`config.mk`:
```
export PLATFORM = sky130hd
export DESIGN_NAME = stuffed_info_frame_builder
export DESIGN_NICKNAME = d
export VERILOG_FILES = /design/src/design/sifb_pkg.sv /design/src/design/sifb_front.sv /design/src/design/sifb_job_fifo.sv /design/src/design/sifb_back.sv /design/src/design/stuffed_info_frame_builder.sv
export SDC_FILE = /design/constraint.sdc
export NUM_CORES = 1
export LEC_CHECK = 0
export BUFFER_PORTS_ARGS = -buffer_cell sky130_fd_sc_hd__buf_2
export CORE_ASPECT_RATIO = 1.5
export CORE_MARGIN = 2
export CORE_UTILIZATION = 40
export DETAILED_ROUTE_END_ITERATION = 16
export GPL_ROUTABILITY_DRIVEN = 0
export SYNTH_ARGS = -nofsm -noshare
export SYNTH_HDL_FRONTEND = slang
export SYNTH_SLANG_ARGS = --single-unit
```
`constraint.sdc`:
```
create_clock -name clk -period 3.68 [get_ports clk]
set_input_delay 0.368 -clock clk [delete_from_list [all_inputs] [get_ports clk]]
set_output_delay 0.368 -clock clk [all_outputs]
set_load 0.03 [all_outputs]
```
`src/design/sifb_pkg.sv`:
```
// ----------------------------------------------------------------------------
// sifb_pkg
// Shared types and constants for the stuffed information frame builder.
// ----------------------------------------------------------------------------
package sifb_pkg;

    // line codes
    localparam logic [7:0] FLAG_BYTE = 8'h7E;
    localparam logic [7:0] ESC_BYTE  = 8'h7D;
    localparam logic [7:0] ESC_XOR   = 8'h20;
    localparam logic [7:0] CTRL_SEQ1 = 8'h40;
    localparam logic [7:0] CTRL_SEQ0 = 8'h00;

    // register map
    localparam int unsigned ADDR_W = 2;
    localparam logic [ADDR_W-1:0] REG_ADDRESS = 2'd0;
    localparam logic [7:0] ADDRESS_RESET = 8'h03;

    // depth of the queue between front and back
    localparam int unsigned JOB_DEPTH = 2;

    // input word
    typedef struct packed {
        logic [7:0] payload_byte;
        logic       first_byte;
        logic       last_byte;
        logic       sequence_bit;
    } in_word_t;

    // result word
    typedef struct packed {
        logic [7:0] line_byte;
        logic       run_end;
        logic       frame_end;
    } out_word_t;

    // classified job handed from front to back
    typedef struct packed {
        logic [7:0] data;
        logic [7:0] addr;
        logic [7:0] parity;
        logic       first;
        logic       last;
        logic       seq;
    } job_t;

endpackage

```
`src/design/sifb_front.sv`:
```
// ----------------------------------------------------------------------------
// sifb_front
// Accepts payload words, keeps the running parity and builds one job per word.
// ----------------------------------------------------------------------------
module sifb_front
(
    input  logic               clk,
    input  logic               rst_n,
    input  logic               accept,
    input  sifb_pkg::in_word_t item,
    input  logic [7:0]         address_byte,
    output sifb_pkg::job_t     job
);

    logic [7:0] parity_reg;
    logic [7:0] parity_next;
    logic [7:0] parity_now;

    // parity including this byte, restarted on an opening byte
    assign parity_now = (item.first_byte ? 8'h00 : parity_reg) ^ item.payload_byte;

    // job contents
    always_comb
    begin
        job.data   = item.payload_byte;
        job.addr   = address_byte;
        job.parity = parity_now;
        job.first  = item.first_byte;
        job.last   = item.last_byte;
        job.seq    = item.sequence_bit;
    end

    // parity clears after a closing byte
    always_comb
    begin
        parity_next = parity_reg;
        if (accept)
        begin
            parity_next = item.last_byte ? 8'h00 : parity_now;
        end
    end

    always_ff @(posedge clk or negedge rst_n)
    begin
        if (!rst_n)
        begin
            parity_reg <= 8'h00;
        end
        else
        begin
            parity_reg <= parity_next;
        end
    end

endmodule

```
`src/design/sifb_job_fifo.sv`:
```
// ----------------------------------------------------------------------------
// sifb_job_fifo
// Short show-ahead queue of jobs between front and back.
// ----------------------------------------------------------------------------
module sifb_job_fifo
#(
    parameter int unsigned DEPTH = sifb_pkg::JOB_DEPTH
)
(
    input  logic           clk,
    input  logic           rst_n,
    input  logic           wr_en,
    input  sifb_pkg::job_t wr_job,
    output logic           full,
    input  logic           rd_en,
    output sifb_pkg::job_t rd_job,
    output logic           empty
);

    localparam int unsigned PW = (DEPTH > 1) ? $clog2(DEPTH) : 1;
    localparam int unsigned CW = $clog2(DEPTH + 1);

    sifb_pkg::job_t  mem_reg [DEPTH];
    logic [PW-1:0]   wr_ptr_reg;
    logic [PW-1:0]   wr_ptr_next;
    logic [PW-1:0]   rd_ptr_reg;
    logic [PW-1:0]   rd_ptr_next;
    logic [CW-1:0]   count_reg;
    logic [CW-1:0]   count_next;

    assign full   = (count_reg == CW'(DEPTH));
    assign empty  = (count_reg == '0);
    assign rd_job = mem_reg[rd_ptr_reg];

    // pointer and count update
    always_comb
    begin
        wr_ptr_next = wr_ptr_reg;
        rd_ptr_next = rd_ptr_reg;
        count_next  = count_reg;
        if (wr_en)
        begin
            wr_ptr_next = (wr_ptr_reg == PW'(DEPTH - 1)) ? '0 : wr_ptr_reg + 1'b1;
        end
        if (rd_en)
        begin
            rd_ptr_next = (rd_ptr_reg == PW'(DEPTH - 1)) ? '0 : rd_ptr_reg + 1'b1;
        end
        if (wr_en && !rd_en)
        begin
            count_next = count_reg + 1'b1;
        end
        else if (rd_en && !wr_en)
        begin
            count_next = count_reg - 1'b1;
        end
    end

    always_ff @(posedge clk or negedge rst_n)
    begin
        if (!rst_n)
        begin
            wr_ptr_reg <= '0;
            rd_ptr_reg <= '0;
            count_reg  <= '0;
        end
        else
        begin
            wr_ptr_reg <= wr_ptr_next;
            rd_ptr_reg <= rd_ptr_next;
            count_reg  <= count_next;
        end
    end

    // storage
    always_ff @(posedge clk)
    begin
        if (wr_en)
        begin
            mem_reg[wr_ptr_reg] <= wr_job;
        end
    end

endmodule

```
`src/design/sifb_back.sv`:
```
// ----------------------------------------------------------------------------
// sifb_back
// Walks each job through its frame fields, stuffing where needed, one byte a cycle while results are popped.
// ----------------------------------------------------------------------------
module sifb_back
(
    input  logic                clk,
    input  logic                rst_n,
    input  logic                job_valid,
    input  sifb_pkg::job_t      job,
    output logic                job_done,
    output logic                empty,
    input  logic                pop,
    output sifb_pkg::out_word_t result
);

    // field sequencer codes
    localparam logic [2:0] ST_START = 3'd0;
    localparam logic [2:0] ST_FLAG  = 3'd1;
    localparam logic [2:0] ST_ADDR  = 3'd2;
    localparam logic [2:0] ST_CTRL  = 3'd3;
    localparam logic [2:0] ST_HCS   = 3'd4;
    localparam logic [2:0] ST_DATA  = 3'd5;
    localparam logic [2:0] ST_PAR   = 3'd6;
    localparam logic [2:0] ST_CLOSE = 3'd7;

    logic [2:0]          step_reg;
    logic [2:0]          step_next;
    logic                esc_reg;
    logic                esc_next;
    logic                out_valid_reg;
    logic                out_valid_next;
    sifb_pkg::out_word_t out_word_reg;
    sifb_pkg::out_word_t out_word_next;

    logic [2:0] cur_step;
    logic [7:0] ctrl;
    logic [7:0] field;
    logic       stuffable;
    logic       need_esc;
    logic       field_done;
    logic       run_last;
    logic       work;

    assign empty  = !out_valid_reg;
    assign result = out_word_reg;
    assign work   = job_valid && (!out_valid_reg || pop);
    assign ctrl   = job.seq ? sifb_pkg::CTRL_SEQ1 : sifb_pkg::CTRL_SEQ0;

    // a fresh job opens with the flag or goes straight to its data
    assign cur_step = (step_reg == ST_START) ? (job.first ? ST_FLAG : ST_DATA) : step_reg;

    // field value for the current step
    always_comb
    begin
        field     = sifb_pkg::FLAG_BYTE;
        stuffable = 1'b0;
        unique case (cur_step)
            ST_START: field = job.data;
            ST_FLAG:  field = sifb_pkg::FLAG_BYTE;
            ST_ADDR:  field = job.addr;
            ST_CTRL:  field = ctrl;
            ST_HCS:
            begin
                field     = job.addr ^ ctrl;
                stuffable = 1'b1;
            end
            ST_DATA:
            begin
                field     = job.data;
                stuffable = 1'b1;
            end
            ST_PAR:
            begin
                field     = job.parity;
                stuffable = 1'b1;
            end
            ST_CLOSE: field = sifb_pkg::FLAG_BYTE;
        endcase
    end

    assign need_esc   = stuffable && !esc_reg &&
                        (field == sifb_pkg::FLAG_BYTE || field == sifb_pkg::ESC_BYTE);
    assign field_done = !need_esc;
    assign run_last   = field_done &&
                        ((cur_step == ST_DATA && !job.last) || cur_step == ST_CLOSE);
    assign job_done   = work && run_last;

    // next step and output word
    always_comb
    begin
        step_next      = step_reg;
        esc_next       = esc_reg;
        out_valid_next = out_valid_reg && !pop;
        out_word_next  = out_word_reg;
        if (work)
        begin
            out_valid_next          = 1'b1;
            out_word_next.run_end   = run_last;
            out_word_next.frame_end = (cur_step == ST_CLOSE);
            if (need_esc)
            begin
                out_word_next.line_byte = sifb_pkg::ESC_BYTE;
                esc_next                = 1'b1;
                step_next               = cur_step;
            end
            else
            begin
                out_word_next.line_byte = esc_reg ? (field ^ sifb_pkg::ESC_XOR) : field;
                esc_next                = 1'b0;
                priority case (1'b1)
                    run_last:             step_next = ST_START;
                    cur_step == ST_DATA:  step_next = ST_PAR;
                    default:              step_next = cur_step + 3'd1;
                endcase
            end
        end
    end

    always_ff @(posedge clk or negedge rst_n)
    begin
        if (!rst_n)
        begin
            step_reg      <= ST_START;
            esc_reg       <= 1'b0;
            out_valid_reg <= 1'b0;
        end
        else
        begin
            step_reg      <= step_next;
            esc_reg       <= esc_next;
            out_valid_reg <= out_valid_next;
        end
    end

    // output payload
    always_ff @(posedge clk)
    begin
        out_word_reg <= out_word_next;
    end

endmodule

```
`src/design/stuffed_info_frame_builder.sv`:
```
// ----------------------------------------------------------------------------
// stuffed_info_frame_builder
// Byte-stuffing framer: header, stuffed payload, parity and closing flag.
//
//   channel  | handshake          | word
//   ---------+--------------------+-----------------------------------------
//   input    | push / full        | payload_byte, first_byte, last_byte, seq
//   result   | empty / pop        | line_byte, run_end, frame_end
//   config   | apb write / read   | address_byte at byte address 0
//
// One line byte leaves per cycle while the result is popped; a payload word
// produces 1 or 2 line bytes for plain data, up to 10 for a one-byte frame with escapes.
// The back sequencer sets the rate; the front takes a word every cycle while
// the job queue has room. The first line byte of a word passes the job queue
// and the output register before it is on the result ports.
// Reset clears the parity, the queue and the output stage; address_byte
// resets to 3. A low pop stalls the back only, the front keeps filling.
// ----------------------------------------------------------------------------
module stuffed_info_frame_builder
#(
    parameter int unsigned JOB_DEPTH = sifb_pkg::JOB_DEPTH
)
(
    input  logic                          clk,
    input  logic                          rst_n,
    input  logic                          push,
    output logic                          full,
    input  sifb_pkg::in_word_t            item,
    output logic                          empty,
    input  logic                          pop,
    output sifb_pkg::out_word_t           result,
    input  logic                          psel,
    input  logic                          penable,
    input  logic                          pwrite,
    input  logic [sifb_pkg::ADDR_W-1:0]   paddr,
    input  logic [31:0]                   pwdata,
    output logic [31:0]                   prdata,
    output logic                          pready
);

    logic           address_hit;
    logic [7:0]     address_byte_reg;
    logic [7:0]     address_byte_next;
    logic           accept;
    sifb_pkg::job_t front_job;
    sifb_pkg::job_t back_job;
    logic           q_empty;
    logic           job_done;

    assign pready      = 1'b1;
    assign accept      = push && !full;
    assign address_hit = (paddr == sifb_pkg::REG_ADDRESS);
    assign prdata      = address_hit ? {24'h000000, address_byte_reg} : 32'h00000000;

    // configuration register
    always_comb
    begin
        address_byte_next = address_byte_reg;
        if (psel && penable && pwrite && pready && address_hit)
        begin
            address_byte_next = pwdata[7:0];
        end
    end

    always_ff @(posedge clk or negedge rst_n)
    begin
        if (!rst_n)
        begin
            address_byte_reg <= sifb_pkg::ADDRESS_RESET;
        end
        else
        begin
            address_byte_reg <= address_byte_next;
        end
    end

    // front: parity and job build
    sifb_front u_front
    (
        .clk          (clk),
        .rst_n        (rst_n),
        .accept       (accept),
        .item         (item),
        .address_byte (address_byte_reg),
        .job          (front_job)
    );

    // job queue
    sifb_job_fifo #(.DEPTH(JOB_DEPTH)) u_fifo
    (
        .clk    (clk),
        .rst_n  (rst_n),
        .wr_en  (accept),
        .wr_job (front_job),
        .full   (full),
        .rd_en  (job_done),
        .rd_job (back_job),
        .empty  (q_empty)
    );

    // back: field sequencer and output stage
    sifb_back u_back
    (
        .clk       (clk),
        .rst_n     (rst_n),
        .job_valid (!q_empty),
        .job       (back_job),
        .job_done  (job_done),
        .empty     (empty),
        .pop       (pop),
        .result    (result)
    );

endmodule

```
==> impl_results.html, run 1 <==
<table>
<tr><th>Metric</th><th>Value</th></tr>
<tr><th colspan="2">GRT</th></tr>
<tr><td>Maximum number of pins on one net before global-route repair</td><td>30</td></tr>
<tr><td>Met2 usage in global routing</td><td>25.4%</td></tr>
<tr><td>Vias in the first global route</td><td>2417</td></tr>
<tr><td>Global-route wire length before repair</td><td>12.5 mm</td></tr>
<tr><td>Met3 Use GR</td><td>3.31%</td></tr>
<tr><td>GRT Overall Usage</td><td>14.8%</td></tr>
<tr><td>Total congestion overflow after global routing</td><td>0</td></tr>
<tr><td>Number of antenna violations at the first check in global routing</td><td>0</td></tr>
<tr><td>GR met1 Demand/Resource</td><td>17.7%</td></tr>
<tr><td>Peak-usage layer in the global routing report</td><td>met2</td></tr>
<tr><th colspan="2">Pwr</th></tr>
<tr><td>Static leakage</td><td>2.00 nW</td></tr>
<tr><td>Power density cells</td><td>905 nW/um2</td></tr>
<tr><td>Worst VDD drop</td><td>0.320 mV</td></tr>
<tr><th colspan="2">Cells and area</th></tr>
<tr><td>Max FFs per register</td><td>54</td></tr>
<tr><td>Share of final-layout standard cells stronger than drive strength 1</td><td>29.6%</td></tr>
<tr><td>Diode count</td><td>0</td></tr>
<tr><td>Net count reported at finish</td><td>430</td></tr>
<tr><td>Total of fill cells in the finished design</td><td>893</td></tr>
<tr><td>Area Growth Syn to Fin</td><td>17.4%</td></tr>
<tr><th colspan="2">Placement</th></tr>
<tr><td>Dpl hpwl</td><td>5.61 mm</td></tr>
<tr><td>Pre-CTS setup slack</td><td>76.8 ps</td></tr>
<tr><td>Port Buffer Count</td><td>47</td></tr>
<tr><th colspan="2">Timing</th></tr>
<tr><td>Timing-limited maximum frequency</td><td>0.292 GHz</td></tr>
<tr><td>Crit path time final</td><td>3430 ps</td></tr>
<tr><td>Count of endpoints failing hold in the final timing report</td><td>0</td></tr>
<tr><td>Unrepaired setup endpoints after global routing</td><td>false</td></tr>
<tr><td>Fraction of the cycle the final worst path needs</td><td>93.1%</td></tr>
<tr><td>Min setup slack post-route</td><td>254 ps</td></tr>
<tr><td>Setup Skew</td><td>3.37 ps</td></tr>
<tr><td>Total setup violations reported at the end of the flow</td><td>0</td></tr>
<tr><td>Final TNS setup</td><td>0 ps</td></tr>
<tr><td>Slew Viols, Final</td><td>0</td></tr>
<tr><td>Worst-Margin Slew</td><td>686 ps</td></tr>
<tr><td>Worst slew margin</td><td>54.0%</td></tr>
<tr><th colspan="2">Clocking</th></tr>
<tr><td>CTS HTree Levels</td><td>3</td></tr>
<tr><td>Worst-skew pair later-pin latency</td><td>330 ps</td></tr>
<tr><td>Library cell used as clock root buffer</td><td>clkbuf_16</td></tr>
<tr><td>Sink Count</td><td>89</td></tr>
<tr><td>TritonCTS clock tree</td><td>built</td></tr>
<tr><td>Cts bufs inserted</td><td>9</td></tr>
<tr><td>Clock slew at reported path FFs</td><td>60 ps</td></tr>
<tr><td>CTS Buffer Depth</td><td>2</td></tr>
<tr><th colspan="2">Floorplanning</th></tr>
<tr><td>Die area</td><td>11400 um2</td></tr>
<tr><td>Boundary pin count</td><td>97</td></tr>
<tr><td>Placement Rows</td><td>45</td></tr>
<tr><td>Die extent in x</td><td>87.7 um</td></tr>
<tr><td>Y dimension of the die</td><td>130 um</td></tr>
<tr><td>Area of the core</td><td>10200 um2</td></tr>
<tr><td>Initial Utilization</td><td>41.2%</td></tr>
<tr><th colspan="2">Routing</th></tr>
<tr><td>Number of remaining DRC errors</td><td>0</td></tr>
<tr><td>Number of violations reported at the end of detailed-routing iteration 0</td><td>189</td></tr>
<tr><td>Vias after detailed routing</td><td>2507</td></tr>
<tr><td>Detail Route Antenna Nets</td><td>0</td></tr>
<tr><td>Wire length after detailed routing</td><td>7.87 mm</td></tr>
<tr><td>Routed wire per std cell</td><td>15.2 um</td></tr>
<tr><td>Vias per cell</td><td>4.83</td></tr>
<tr><td>Count of TritonRoute iterations in the first routing pass</td><td>4</td></tr>
<tr><th colspan="2">Flow run</th></tr>
<tr><td>Count of maximum capacitance violations</td><td>0</td></tr>
<tr><th colspan="2">Synth</th></tr>
<tr><td>Proportion of synthesized chip area in sequential cells</td><td>60.7%</td></tr>
<tr><td>Share of Yosys cell area claimed by the top area cell type</td><td>45.8%</td></tr>
<tr><td>Yosys cell types</td><td>55</td></tr>
<tr><td>Number of synthesized register bits</td><td>89</td></tr>
<tr><td>Number of cells produced by synthesis</td><td>310</td></tr>
<tr><td>Primary flip-flop cell chosen by synthesis mapping</td><td>edfxtp_1</td></tr>
<tr><td>Syn. warnings</td><td>0</td></tr>
<tr><td>Syn Std Cell Area</td><td>4200 um2</td></tr>
<tr><td>Synthesized area per cell</td><td>13.5 um2</td></tr>
<tr><td>Commonest cells post-synth</td><td>edfxtp_1 (64), buf_4 (26), dfrtp_1 (23)</td></tr>
<tr><td>Cell with the most instances after synthesis</td><td>edfxtp_1</td></tr>
<tr><td>Count of flip-flops with a built-in enable after synthesis</td><td>64</td></tr>
<tr><td>Post-synthesis cell type with the largest combined area</td><td>edfxtp_1</td></tr>
<tr><td>Post-synthesis async set-or-reset flop share</td><td>28.1%</td></tr>
<tr><td>Synth top area cells</td><td>edfxtp_1 (46%), dfrtp_1 (14%), mux2_2 (5.1%)</td></tr>
<tr><th colspan="2">Critical path</th></tr>
<tr><td>Number of cells on the worst reg-to-reg path</td><td>15</td></tr>
<tr><td>Category of the worst setup path capture point</td><td>register</td></tr>
<tr><td>Crit path from</td><td>u_fifo.rd_ptr_reg</td></tr>
<tr><td>R2r startpoint</td><td>u_fifo.rd_ptr_reg</td></tr>
<tr><td>Slowest library cell on the worst path</td><td>a2111oi_4</td></tr>
<tr><td>Family of cells with the greatest summed delay on the critical path</td><td>compound AO/OA/AOI/OAI gates</td></tr>
<tr><td>Buf/Inv on CP</td><td>2</td></tr>
<tr><td>Largest fanout on the critical path</td><td>4</td></tr>
<tr><td>Worst setup path category</td><td>reg2reg</td></tr>
<tr><td>Cell-by-cell trace of the critical path</td><td>mux2i_2 -&gt; and2_4 -&gt; nor2_1 -&gt; ha_2 -&gt; a221o_1 -&gt; buf_4 -&gt; a211oi_4 -&gt; o211ai_1 -&gt; a2111oi_4 -&gt; a211oi_2 -&gt; inv_1 -&gt; ha_1 -&gt; xor2_1 -&gt; nor2_1 -&gt; xor2_1</td></tr>
<tr><td>Startpoint type of the worst setup path</td><td>register</td></tr>
<tr><td>Total stage count of the critical path</td><td>15</td></tr>
<tr><td>Largest stage delay, worst path</td><td>490 ps</td></tr>
<tr><td>Data arrival time of the worst path</td><td>3640 ps</td></tr>
<tr><td>Worst endpoint required time</td><td>3900 ps</td></tr>
<tr><th colspan="2">Run status</th></tr>
<tr><td>Outcome</td><td>finished, final reports clean</td></tr>
<tr><th colspan="2">Hold path</th></tr>
<tr><td>Min-Delay Path Class</td><td>in2async</td></tr>
</table>
==> area by class of cell <==
| type | instances | area [um2] | area share, % |
|---|---|---|---|
| flip-flops and latches | 89 | 2550 | 51.7 |
| multi-input cells | 197 | 1510 | 30.6 |
| repair buffers | 63 | 355 | 7.20 |
| clock buffers | 13 | 250 | 5.07 |
| well taps | 141 | 176 | 3.58 |
| inverters | 13 | 48.8 | 0.989 |
| clock inverters | 3 | 41.3 | 0.837 |
==> cell families after synthesis <==
| logic type | Yosys count | share of synthesized area (%) |
|---|---|---|
| AOI/OAI and AO/OA | 53 | 10.3 |
| xor gates and xnor gates | 17 | 3.54 |
| adders and majority gates | 5 | 1.49 |
| buffers and inverters | 47 | 6.64 |
| DFF | 89 | 60.7 |
| muxes | 37 | 9.59 |
| other | 2 | 0.179 |
| and+or+nand+nor | 60 | 7.51 |
==> path summary, 6_finish.rpt <==
kind                                               to  slack (ps)
worst min register to register  u_fifo.mem_reg[0][18]         500
worst max register to register    u_fifo.count_reg[1]         250
worst min-delay path              address_byte_reg[5]          40
max in group asynchronous       u_front.parity_reg[0]        3230
min in group clk                 u_fifo.mem_reg[0][0]         240
worst max-delay path              u_fifo.count_reg[1]         250
==> worst register-to-register path, delay by kind of cell, from the launching register on <==
family | cells | cell delay (ps)
buffers and inverters | 2 | 250
xor gates and xnor gates | 2 | 290
adders and majority gates | 2 | 370
AOI/OAI and AO/OA | 5 | 1430
muxes | 1 | 270
DFF | 1 | 390
and+or+nand+nor | 3 | 320
==> report_power, final <==
| part | leakage [nW] | internal (mW) | switching [mW] |
|---|---|---|---|
| clock network | 0.137 | 0.543 | 0.352 |
| registers | 0.905 | 1.49 | 0.130 |
| logic | 0.957 | 0.780 | 1.17 |
| total | 2.00 | 2.81 | 1.65 |
==> metrics by stage <==
| step | instance area (um2) | power [mW] | utilization [%] | std cells | hold slack [ps] |
|---|---|---|---|---|---|
| floorplan | 4290 | 2.99 | - | 333 | 72.4 |
| detailed placement | 4580 | 3.51 | 44.9 | 501 | 433 |
| CTS | 4870 | 4.42 | 47.8 | 517 | 76.8 |
| finish | 4930 | 4.46 | 48.4 | 519 | 44.7 |
| global route | 4930 | 4.75 | 48.4 | 519 | 95.0 |
| global placement | 4580 | 3.48 | 44.9 | 501 | 425 |
==> cell usage in the layout (no fill, tap or decap), types with 4 or more instances in the layout <==
cell	Yosys	final
edfxtp_1	64	64
buf_2	4	47
nor2_1	11	10
a22o_1	9	9
and2_1	10	9
nand2b_1	14	14
clkbuf_16	0	9
mux2i_1	13	13
inv_1	12	12
a21oi_1	7	7
dfrtp_1	23	23
buf_4	26	16
nand2_1	12	12
conb_1	2	25
mux2_1	4	4
mux2_2	19	19
xnor2_1	12	12
xor2_1	5	5
==> per-layer routing <==
layer | share of wire [%] | wire length, um
met1 | 41 | 3190
met2 | 55 | 4290
met3 | 2.9 | 226
met4 | 2.0 | 161
met5 | 0 | 0
==> repair_timing <==
item                       CTS  global route
setup endpoints to repair    0             3
hold buffers                 0             0
gates resized for setup      0            10
buffers inserted             0             2
(Power assumes the default switching activity.)
==> run 2, diff against run 1 <==
==> constraint.sdc (replaced) <==
create_clock -name clk -period 3.68 [get_ports clk]
set_input_delay 0.184 -clock clk [delete_from_list [all_inputs] [get_ports clk]]
set_output_delay 0.184 -clock clk [all_outputs]
set_load 0.03 [all_outputs]
==> run 2 against run 1 <==
Setup slack worse by 94 ps. Global-route usage decreased by 0.33 points. Clock-buffer cell count up 1. Power down 3.1%. Utilization decreased by 0.71 points. Maximum frequency fell by 2.7%. Non-clock buffer count decreased by 1. Sequential share of layout area rose by 0.77 points. First-iteration DRC count down 43%. Via count is 0.40% lower. Sequential power about the same. Routed wire length grew 0.17%. Largest power group unchanged.
==> impl_results.html, run 2 (same netlist as run 1, synthesis figures left out) <==
<table>
<tr><th>Metric</th><th>Value</th></tr>
<tr><th colspan="2">Critical path</th></tr>
<tr><td>Worst endpoint required time</td><td>3900 ps (about the same)</td></tr>
<tr><td>Data arrival time of the worst path</td><td>3740 ps (+100 ps)</td></tr>
<tr><td>Worst setup path category</td><td>reg2reg</td></tr>
<tr><td>Startpoint type of the worst setup path</td><td>register</td></tr>
<tr><td>Number of cells on the worst reg-to-reg path</td><td>14 (-1)</td></tr>
<tr><td>Largest fanout on the critical path</td><td>3 (-1)</td></tr>
<tr><td>Category of the worst setup path capture point</td><td>register</td></tr>
<tr><th colspan="2">Cells and area</th></tr>
<tr><td>Most frequent cells in the layout</td><td>edfxtp_1 (64), buf_2 (47), conb_1 (25)</td></tr>
<tr><td>Leading cell type in the layout, fill and taps excluded</td><td>edfxtp_1</td></tr>
<tr><td>Share of final-layout standard cells stronger than drive strength 1</td><td>27.9% (-1.8 points)</td></tr>
<tr><td>Diode count</td><td>0 (unchanged)</td></tr>
<tr><td>Area Growth Syn to Fin</td><td>15.7%</td></tr>
<tr><td>Net count reported at finish</td><td>429 (-0.23%)</td></tr>
<tr><td>Max FFs per register</td><td>54 (unchanged)</td></tr>
<tr><th colspan="2">Timing</th></tr>
<tr><td>Setup Skew</td><td>4.03 ps (+0.657 ps)</td></tr>
<tr><td>Crit path time final</td><td>3520 ps (+94.5 ps)</td></tr>
<tr><td>Worst-Margin Slew</td><td>687 ps (+1.67 ps)</td></tr>
<tr><td>Final TNS setup</td><td>0 ps (unchanged)</td></tr>
<tr><td>Fraction of the cycle the final worst path needs</td><td>95.7% (+2.6 points)</td></tr>
<tr><td>Timing-limited maximum frequency</td><td>0.284 GHz (-2.7%)</td></tr>
<tr><td>Count of endpoints failing hold in the final timing report</td><td>0 (unchanged)</td></tr>
<tr><td>Worst hold slack after final layout</td><td>50.6 ps (+5.84 ps)</td></tr>
<tr><td>Total setup violations reported at the end of the flow</td><td>0 (unchanged)</td></tr>
<tr><td>Worst slew margin</td><td>53.9% (-0.11 points)</td></tr>
<tr><td>Slew Viols, Final</td><td>0 (unchanged)</td></tr>
<tr><td>Unrepaired setup endpoints after global routing</td><td>false</td></tr>
<tr><th colspan="2">GRT</th></tr>
<tr><td>GRT Overall Usage</td><td>14.5% (-0.33 points)</td></tr>
<tr><td>Total congestion overflow after global routing</td><td>0 (unchanged)</td></tr>
<tr><td>Vias in the first global route</td><td>2440 (+0.95%)</td></tr>
<tr><td>Global-route wire length before repair</td><td>12.2 mm (-2.3%)</td></tr>
<tr><td>Number of antenna violations at the first check in global routing</td><td>0 (unchanged)</td></tr>
<tr><td>Maximum number of pins on one net before global-route repair</td><td>30 (unchanged)</td></tr>
<tr><th colspan="2">Floorplanning</th></tr>
<tr><td>Placement Rows</td><td>45 (unchanged)</td></tr>
<tr><td>Boundary pin count</td><td>97 (unchanged)</td></tr>
<tr><td>Die extent in x</td><td>87.7 um (unchanged)</td></tr>
<tr><td>Initial Utilization</td><td>41.2% (unchanged)</td></tr>
<tr><td>Die area</td><td>11400 um2 (unchanged)</td></tr>
<tr><td>Area of the core</td><td>10200 um2 (unchanged)</td></tr>
<tr><td>Y dimension of the die</td><td>130 um (unchanged)</td></tr>
<tr><th colspan="2">Clocking</th></tr>
<tr><td>Sink Count</td><td>89 (unchanged)</td></tr>
<tr><td>Worst-skew pair later-pin latency</td><td>340 ps (about the same)</td></tr>
<tr><td>Setup Buffers After CTS</td><td>0 (unchanged)</td></tr>
<tr><td>Cts bufs inserted</td><td>9 (unchanged)</td></tr>
<tr><td>Library cell used as clock root buffer</td><td>clkbuf_16</td></tr>
<tr><td>TritonCTS clock tree</td><td>built</td></tr>
<tr><td>CTS Buffer Depth</td><td>2 (unchanged)</td></tr>
<tr><td>CTS HTree Levels</td><td>3 (unchanged)</td></tr>
<tr><td>Clock slew at reported path FFs</td><td>60 ps (about the same)</td></tr>
<tr><th colspan="2">Placement</th></tr>
<tr><td>Dpl hpwl</td><td>5.64 mm (+0.53%)</td></tr>
<tr><td>Port Buffer Count</td><td>47 (unchanged)</td></tr>
<tr><th colspan="2">Routing</th></tr>
<tr><td>Vias per cell</td><td>4.82 (-0.21%)</td></tr>
<tr><td>Count of TritonRoute iterations in the first routing pass</td><td>4 (unchanged)</td></tr>
<tr><td>Number of remaining DRC errors</td><td>0 (unchanged)</td></tr>
<tr><td>Routed wire per std cell</td><td>15.2 um (+0.36%)</td></tr>
<tr><td>Wire length after detailed routing</td><td>7.88 mm (+0.17%)</td></tr>
<tr><td>Vias after detailed routing</td><td>2497 (-0.40%)</td></tr>
<tr><td>Number of violations reported at the end of detailed-routing iteration 0</td><td>107 (-43%)</td></tr>
<tr><td>Detail Route Antenna Nets</td><td>0 (unchanged)</td></tr>
<tr><th colspan="2">Pwr</th></tr>
<tr><td>Static leakage</td><td>1.97 nW (-1.5%)</td></tr>
<tr><td>Worst VDD drop</td><td>0.348 mV (+9.0%)</td></tr>
<tr><td>Power density cells</td><td>890 nW/um2 (-1.6%)</td></tr>
<tr><th colspan="2">Run status</th></tr>
<tr><td>Outcome</td><td>finished, final reports clean</td></tr>
<tr><th colspan="2">Hold path</th></tr>
<tr><td>Hold depth</td><td>1</td></tr>
<tr><td>Min-Delay Path Class</td><td>in2reg</td></tr>
<tr><th colspan="2">Flow run</th></tr>
<tr><td>Count of maximum capacitance violations</td><td>0 (unchanged)</td></tr>
</table>
==> run 2: cell count changes in the layout (fill, tap and decap cells not counted), sizes merged <==
| cell | change |
|---|---|
| buf | -2 |
| bufinv | -1 |
| clkbuf | +1 |
| clkinv | -1 |
| clkinvlp | +1 |
| dlygate4sd3 | +1 |
==> run 2: final timing paths <==
check / start / endpoint / slack, ps
max in group asynchronous: rst_n / u_front.parity_reg[5] / 2850
min in group asynchronous: rst_n / address_byte_reg[5] / 400
max reg2reg: u_fifo.rd_ptr_reg / u_fifo.count_reg[1] / 160
min: item[0] / u_fifo.mem_reg[0][0] / 50
min reg2reg: address_byte_reg[7] / u_fifo.mem_reg[0][18] / 500
max: u_fifo.rd_ptr_reg / u_fifo.count_reg[1] / 160
==> run 2: layer usage <==
layer / part of all wire, % / GRT usage (%)
met5: 0 / 0
met4: 2.6 / 7.15
met3: 2.9 / 3.12
met2: 54 / 25.5
met1: 41 / 16.4
==> run 2: stage by stage <==
step	cells	util [%]	power (mW)	instance area (um2)	worst slack [ps]
floorplan	333	-	2.99	4290	134
global placement	501	44.9	3.47	4580	137
detailed placement	501	44.9	3.52	4580	80.8
CTS	518	47.5	4.35	4840	41.2
global route	518	47.7	4.60	4860	11.4
finish	518	47.7	4.33	4860	160
==> run 2: layout make-up <==
type,instances,area (um2)
Fill cell,938,5330
Inverter,13,48.8
Multi-Input combinational cell,197,1480
Clock buffer,14,244
Sequential cell,89,2550
Tap cell,141,176
Clock inverter,2,15.0
Timing Repair Buffer,62,350
==> run 2: power by group <==
group / total (mW) / switching [mW] / internal [mW]
Clock: 0.814 / 0.356 / 0.459
Sequential: 1.62 / 0.130 / 1.49
Combinational: 1.89 / 1.15 / 0.747
Total: 4.33 / 1.63 / 2.70
==> run 2: worst max-delay path, stage by stage (launching register included) <==
cell	delay, ps
dfrtp_1	380
mux2i_2	240
and2_1	190
nor2_1	70
ha_1	240
a221o_1	390
a211o_1	320
a211o_1	340
a2111oi_4	440
a211oi_1	180
inv_1	100
ha_1	150
xor2_1	150
nor2_1	70
xor2_1	130
==> run 2: repair_timing <==
action,CTS,global route
gates resized for setup,0,5
endpoints found under the hold margin,23,0
hold buffers,1,0
setup endpoints to repair,0,3
